--- src/design/lskt_pkg.sv ---
// Shared types, codes and field widths for the linear search key table.
// No dependencies; every other file but lskt_ram imports this package.
`default_nettype none

package lskt_pkg;

    // Default table capacity
    localparam int LSKT_CAPACITY = 256;

    // Field widths of one request and one result
    localparam int OP_W      = 2;
    localparam int KEY_W     = 32;
    localparam int STATUS_W  = 2;
    localparam int POS_W     = 8;
    localparam int CNT_OUT_W = 9;

    // Packed stream widths, padded to whole bytes
    localparam int IN_FIELDS_W  = OP_W + KEY_W;
    localparam int IN_TDATA_W   = ((IN_FIELDS_W + 7) / 8) * 8;
    localparam int OUT_FIELDS_W = STATUS_W + POS_W + CNT_OUT_W;
    localparam int OUT_TDATA_W  = ((OUT_FIELDS_W + 7) / 8) * 8;

    // Operation codes
    localparam logic [OP_W-1:0] OP_INSERT = 2'd0;
    localparam logic [OP_W-1:0] OP_REMOVE = 2'd1;
    localparam logic [OP_W-1:0] OP_SEARCH = 2'd2;

    // Result status codes
    localparam logic [STATUS_W-1:0] STAT_OK        = 2'd0;
    localparam logic [STATUS_W-1:0] STAT_NOT_FOUND = 2'd1;
    localparam logic [STATUS_W-1:0] STAT_FULL      = 2'd2;

    // One finished result, as handed from the sequencer to the output stage
    typedef struct packed {
        logic [CNT_OUT_W-1:0] entry_count;
        logic [POS_W-1:0]     position;
        logic [STATUS_W-1:0]  status;
    } lskt_result_t;

endpackage

`default_nettype wire

--- src/design/lskt_seq.sv ---
// Sequencer of the key table: entry count, scan index and one shared key compare.
// Depends on lskt_pkg; drives the ports of one lskt_ram instance.
`default_nettype none

module lskt_seq
    import lskt_pkg::*;
#(
    parameter int CAPACITY = LSKT_CAPACITY,
    localparam int IDX_W   = $clog2(CAPACITY),
    localparam int CNT_W   = $clog2(CAPACITY + 1)
) (
    input  wire logic             aclk,
    input  wire logic             aresetn,
    // Request handed over at a transfer on the input channel
    input  wire logic             start,
    input  wire logic [OP_W-1:0]  op,
    input  wire logic [KEY_W-1:0] key,
    // Finished result
    output logic                  done,
    output lskt_result_t          result,
    output logic                  busy,
    // Key store port
    output logic                  ram_we,
    output logic [IDX_W-1:0]      ram_waddr,
    output logic [KEY_W-1:0]      ram_wdata,
    output logic [IDX_W-1:0]      ram_raddr,
    input  wire logic [KEY_W-1:0] ram_rdata
);

    typedef enum logic [2:0] {
        S_IDLE = 3'b001,
        S_SCAN = 3'b010,
        S_MOVE = 3'b100
    } state_t;

    state_t            state_reg, state_next;
    logic [CNT_W-1:0]  count_reg, count_next;
    logic [OP_W-1:0]   op_reg, op_next;
    logic [KEY_W-1:0]  key_reg, key_next;
    logic [IDX_W-1:0]  pend_idx_reg, pend_idx_next;

    logic [CNT_W-1:0]  cnt_last;
    logic [CNT_W-1:0]  cnt_inc;
    logic              is_full;
    logic              key_hit;

    assign cnt_last = count_reg - CNT_W'(1);
    assign cnt_inc  = count_reg + CNT_W'(1);
    assign is_full  = (count_reg == CNT_W'(CAPACITY));
    assign key_hit  = (ram_rdata == key_reg);
    assign busy     = (state_reg != S_IDLE);

    // Next-state logic: one stored entry is compared per cycle while scanning
    always_comb begin
        state_next         = state_reg;
        count_next         = count_reg;
        op_next            = op_reg;
        key_next           = key_reg;
        pend_idx_next      = pend_idx_reg;
        done               = 1'b0;
        result.status      = STAT_NOT_FOUND;
        result.position    = '0;
        result.entry_count = CNT_OUT_W'(count_reg);
        ram_we             = 1'b0;
        ram_waddr          = count_reg[IDX_W-1:0];
        ram_wdata          = key;
        ram_raddr          = pend_idx_reg - IDX_W'(1);

        unique case (state_reg)
            S_IDLE: begin
                if (start) begin
                    op_next  = op;
                    key_next = key;
                    unique case (op)
                        OP_INSERT: begin
                            done = 1'b1;
                            if (is_full) begin
                                result.status = STAT_FULL;
                            end else begin
                                ram_we             = 1'b1;
                                count_next         = cnt_inc;
                                result.status      = STAT_OK;
                                result.position    = POS_W'(count_reg[IDX_W-1:0]);
                                result.entry_count = CNT_OUT_W'(cnt_inc);
                            end
                        end
                        OP_REMOVE, OP_SEARCH: begin
                            if (count_reg == '0) begin
                                done = 1'b1;
                            end else begin
                                ram_raddr     = cnt_last[IDX_W-1:0];
                                pend_idx_next = cnt_last[IDX_W-1:0];
                                state_next    = S_SCAN;
                            end
                        end
                        default: begin
                            // Unused code: answered as not found, nothing changes.
                            done = 1'b1;
                        end
                    endcase
                end
            end
            S_SCAN: begin
                // Read data belongs to the entry at pend_idx_reg.
                if (key_hit) begin
                    if (op_reg == OP_REMOVE) begin
                        ram_raddr  = cnt_last[IDX_W-1:0];
                        state_next = S_MOVE;
                    end else begin
                        done            = 1'b1;
                        result.status   = STAT_OK;
                        result.position = POS_W'(pend_idx_reg);
                        state_next      = S_IDLE;
                    end
                end else if (pend_idx_reg == '0) begin
                    done       = 1'b1;
                    state_next = S_IDLE;
                end else begin
                    pend_idx_next = pend_idx_reg - IDX_W'(1);
                end
            end
            S_MOVE: begin
                // The last entry fills the slot of the removed key.
                ram_we             = 1'b1;
                ram_waddr          = pend_idx_reg;
                ram_wdata          = ram_rdata;
                count_next         = cnt_last;
                done               = 1'b1;
                result.status      = STAT_OK;
                result.position    = POS_W'(pend_idx_reg);
                result.entry_count = CNT_OUT_W'(cnt_last);
                state_next         = S_IDLE;
            end
            default: begin
                state_next = S_IDLE;
            end
        endcase
    end

    // Control state
    always_ff @(posedge aclk) begin
        if (!aresetn) begin
            state_reg <= S_IDLE;
            count_reg <= '0;
        end else begin
            state_reg <= state_next;
            count_reg <= count_next;
        end
    end

    // Request payload and scan index
    always_ff @(posedge aclk) begin
        op_reg       <= op_next;
        key_reg      <= key_next;
        pend_idx_reg <= pend_idx_next;
    end

endmodule

`default_nettype wire

--- config.mk ---
export PLATFORM = sky130hd
export DESIGN_NAME = lskt_seq
export DESIGN_NICKNAME = d
export VERILOG_FILES = /design/src/design/lskt_pkg.sv /design/src/design/lskt_seq.sv
export SDC_FILE = /design/constraint.sdc
export NUM_CORES = 1
export LEC_CHECK = 0
export ABC_AREA = 1
export BUFFER_PORTS_ARGS = -buffer_cell sky130_fd_sc_hd__buf_2
export CORE_AREA = 2 2 92 94
export DETAILED_ROUTE_END_ITERATION = 16
export DIE_AREA = 0 0 94 96
export PLACE_DENSITY = 0.8
export SYNTH_ARGS = -nofsm -noshare
export SYNTH_HDL_FRONTEND = slang
export SYNTH_SLANG_ARGS = --single-unit
--- constraint.sdc ---
create_clock -name aclk -period 4 [get_ports aclk]
set_input_delay 0.8 -clock aclk [delete_from_list [all_inputs] [get_ports aclk]]
set_output_delay 0.8 -clock aclk [all_outputs]
set_load 0.02 [all_outputs]
==> flow_summary.toml <==
[yosys]
ys_dominant_reg_cell = "edfxtp_1"
synth.yosys.warnings = 0
synth.distinct_cells = 40
syn-instance-count = 566
number_of_enable_type_register_cells_in_the_synthesized_netlist = 42
synth_nets = 642
netlist_area_pre_place_um2 = 4038
postSynth.asyncResetShare_pct = 0
synth.yosys.seq_area_share_pct = 37.19
postSynthRegisterBits = 54
syn_area_per_cell_um2 = 7.134

[routing]
drt_drc_violations_left = 0
post_drt_via_cell_ratio = 5.122
drt-pass1-iter-count = 6
wire_per_inst_um = 14.05
dr_total_vias = 4128
drt_wl_total_mm = 11.33
ant_nets = 0
first_drt_iteration_drcs = 331

[clocking]
cts_buffers = 5
number_of_post_cts_setup_repair_buffers = 0
clkSinkCount = 54
clkLatencyLatePin_ns = 0.32
ctsHtreeMaxLevel = 2
cts_tree = "done"
clk_pin_slew_ns = 0.10
ctsHoldBuffers = 0
cts.path.max_buffers = 2
ctsResizeCount = 0
clock_root_cell = "clkbuf_8"

[global_routing]
global_route_wire_length_before_repair_mm = 18.26
antenna_found_initial = 0
grt.overflow.total = 0
groute.usage.overall_pct = 25.45
grt_pass1_vias = 3896
largest_net_degree_at_the_start_of_global_routing = 53

[power]
total_leakage_power_nw = 2.452
clock_power_share_pct = 24.3
seq_power_share_pct = 50.8
power_switching_share_pct = 32.21
powerDensity_nw_per_um2 = 266.9
p_switching_uw = 420.0
power.internal_uw = 883.9
power.ir.vdd_worst_uv = 158.4
comb_power_share_pct = 24.9

[timing]
number_of_hold_violations_in_the_final_report = 0
setup_viol_count_final = 0
worst-slew-pin-transition_ns = 0.7762
rsz0062_at_grt = "no"
setup_total_negative_slack_ns = 0
timing.hold.ws_ns = 0.5752
final.setup_skew_ns = 0.008677
max_freq_mhz = 276.6
relSlewSlack_pct = 48.18
final_critical_path_setup_slack_ns = 0.3852
report.final.slew_viol_count = 0
final_min_period_over_clock_period_pct = 90.37
timing.final.crit_period_ns = 3.615

[cells_and_area]
largest_register_ff_count = 32
mostFrequentLayoutCell = "nand2_1"
mostFrequentLayoutCells = "229 x nand2_1, 138 x buf_2, 49 x inv_1, 42 x edfxtp_1, 39 x nor2_1"
nNetsFinal = 776
antenna_cells = 0
area_delta_synth_final_pct = 21.01
post_route_cells_drive_above_1_share_pct = 25.53
post-route-util_pct = 60.68
layoutNonFillerInstCount = 806

[worst_setup_path]
arrival_ns = 2.81
start_kind = "register"
critical_path_max_stage_delay_ns = 0.51
critical-path-top-cell-by-count = "nand2_1"
timing.setup.critical_path_class = "register to output pin"
timing.critical_path.slowest_stage_cell = "dfxtp_1"
crit_required_ns = 3.20
endpoint_kind = "output pin"
critPathMaxFanout = 9
path_cells = "clkinv_1 -> ha_1 -> nand2_2 -> nor2_2 -> nand2_1 -> nand2_1 -> nor2_2 -> inv_1 -> nor2_1 -> inv_2 -> nand2_2 -> nand2_1 -> nand2_1 -> buf_2"
r2r.worst_path.cells = 11

[floorplan]
die_x_um = 94
floorplan.io_pins = 139
die_height_um = 96
floorplan.core_area_um2 = 8051
effective_utilization_at_floorplan_pct = 50.15
number_of_placement_rows = 33
die_area_um2 = 9024

[min_path]
worstHoldPathType = "register to register"
whs_path_depth = 2

[status]
run_status = "completed"

[placed_design]
placed_cells_incl_taps = 798
detailed_place_hpwl_mm = 8.864
detailedPlace.worstSlack_ns = 0.6993
gp_routability_congestion = 0.9339
place.port_buffers = 138

[job]
drv.max_cap_violation_count = 0
-- cells in the mapped netlist (2+ instances only) --
| master | n | area share (%) |
|---|---|---|
| a21oi_1 | 15 | 1.9 |
| buf_2 | 4 | 0.50 |
| buf_6 | 2 | 0.56 |
| clkbuf_1 | 6 | 0.56 |
| clkinv_1 | 2 | 0.19 |
| dfxtp_1 | 12 | 5.9 |
| edfxtp_1 | 42 | 31 |
| ha_1 | 7 | 2.2 |
| inv_1 | 49 | 4.6 |
| inv_2 | 6 | 0.56 |
| nand2_1 | 229 | 21 |
| nand2_2 | 7 | 1.1 |
| nand2_4 | 2 | 0.56 |
| nand3_1 | 33 | 4.1 |
| nand3b_1 | 2 | 0.37 |
| nand4_1 | 2 | 0.31 |
| nor2_1 | 40 | 3.7 |
| nor2_2 | 3 | 0.46 |
| nor2_4 | 2 | 0.56 |
| nor2_8 | 2 | 0.99 |
| nor3_1 | 5 | 0.62 |
| o211ai_1 | 3 | 0.56 |
| o21ai_0 | 28 | 3.5 |
| o21ai_1 | 2 | 0.25 |
| o21ai_2 | 3 | 0.65 |
| o21bai_1 | 4 | 0.74 |
| xnor2_1 | 29 | 6.3 |
| xor2_1 | 13 | 2.8 |
-- stage by stage --
step	power, mW	instance area (µm²)
2_1_floorplan	0.8736	4038
3_3_place_gp	0.9879	4797
3_5_place_dp	0.9965	4797
4_1_cts	1.307	4886
5_1_grt	1.363	4886
6_report	1.304	4886
-- logic make-up after synthesis --
kind of cell             Yosys count  share of synthesized area (%)
buffers and inverters             72                          7.809
AO/OA/AOI/OAI                     59                          8.274
XOR/XNOR                          42                          9.111
flip-flops                        54                          37.19
AND/OR/NAND/NOR                  332                          35.45
adder cells (fa/ha/maj)            7                          2.169
-- power by group through the flow --
stage | logic, mW | clock network, mW | registers, mW
finish | 0.325 | 0.316 | 0.663
global route | 0.357 | 0.340 | 0.666
CTS | 0.323 | 0.321 | 0.663
detailed placement | 0.321 | 0 | 0.676
global placement | 0.314 | 0 | 0.674
floorplan | 0.203 | 0 | 0.671
-- worst max-delay path: cells and delay by family (launching register included) --
| kind | cells | cell delay [ns] |
|---|---|---|
| adder cells (fa/ha/maj) | 1 | 0.34 |
| flip-flops | 1 | 0.51 |
| buffers and inverters | 4 | 0.73 |
| AND/OR/NAND/NOR | 9 | 0.90 |
-- worst paths after layout --
| check | startpoint | slack (ns) | endpoint |
|---|---|---|---|
| worst max-delay path | count_reg[0]$_SDFFE_PN0P_ | 0.39 | ram_raddr[5] |
| worst min-delay path | count_reg[8]$_SDFFE_PN0P_ | 0.58 | count_reg[8]$_SDFFE_PN0P_ |
| worst max register to register | count_reg[0]$_SDFFE_PN0P_ | 1.22 | pend_idx_reg[7]$_DFFE_PP_ |
| worst min register to register | count_reg[8]$_SDFFE_PN0P_ | 0.58 | count_reg[8]$_SDFFE_PN0P_ |
-- final cells by class --
| cell class | instances | area [µm²] |
|---|---|---|
| clock buffers | 5 | 68.82 |
| clock inverters | 3 | 20.02 |
| fillers | 745 | 3166 |
| inverters | 58 | 222.7 |
| multi-input cells | 440 | 2228 |
| flip-flops and latches | 54 | 1501 |
| well taps | 105 | 131.4 |
| repair buffers | 141 | 713.2 |
-- routing by layer --
layer | wire length [µm] | global-route usage (%) | share of wire [%]
met5 | 0 | 0 | 0
met4 | 199 | 7.126 | 1.8
met3 | 795 | 3.602 | 7.0
met2 | 5388 | 43.10 | 48
met1 | 4945 | 34.24 | 44
Power figures use the tool's default switching activity.
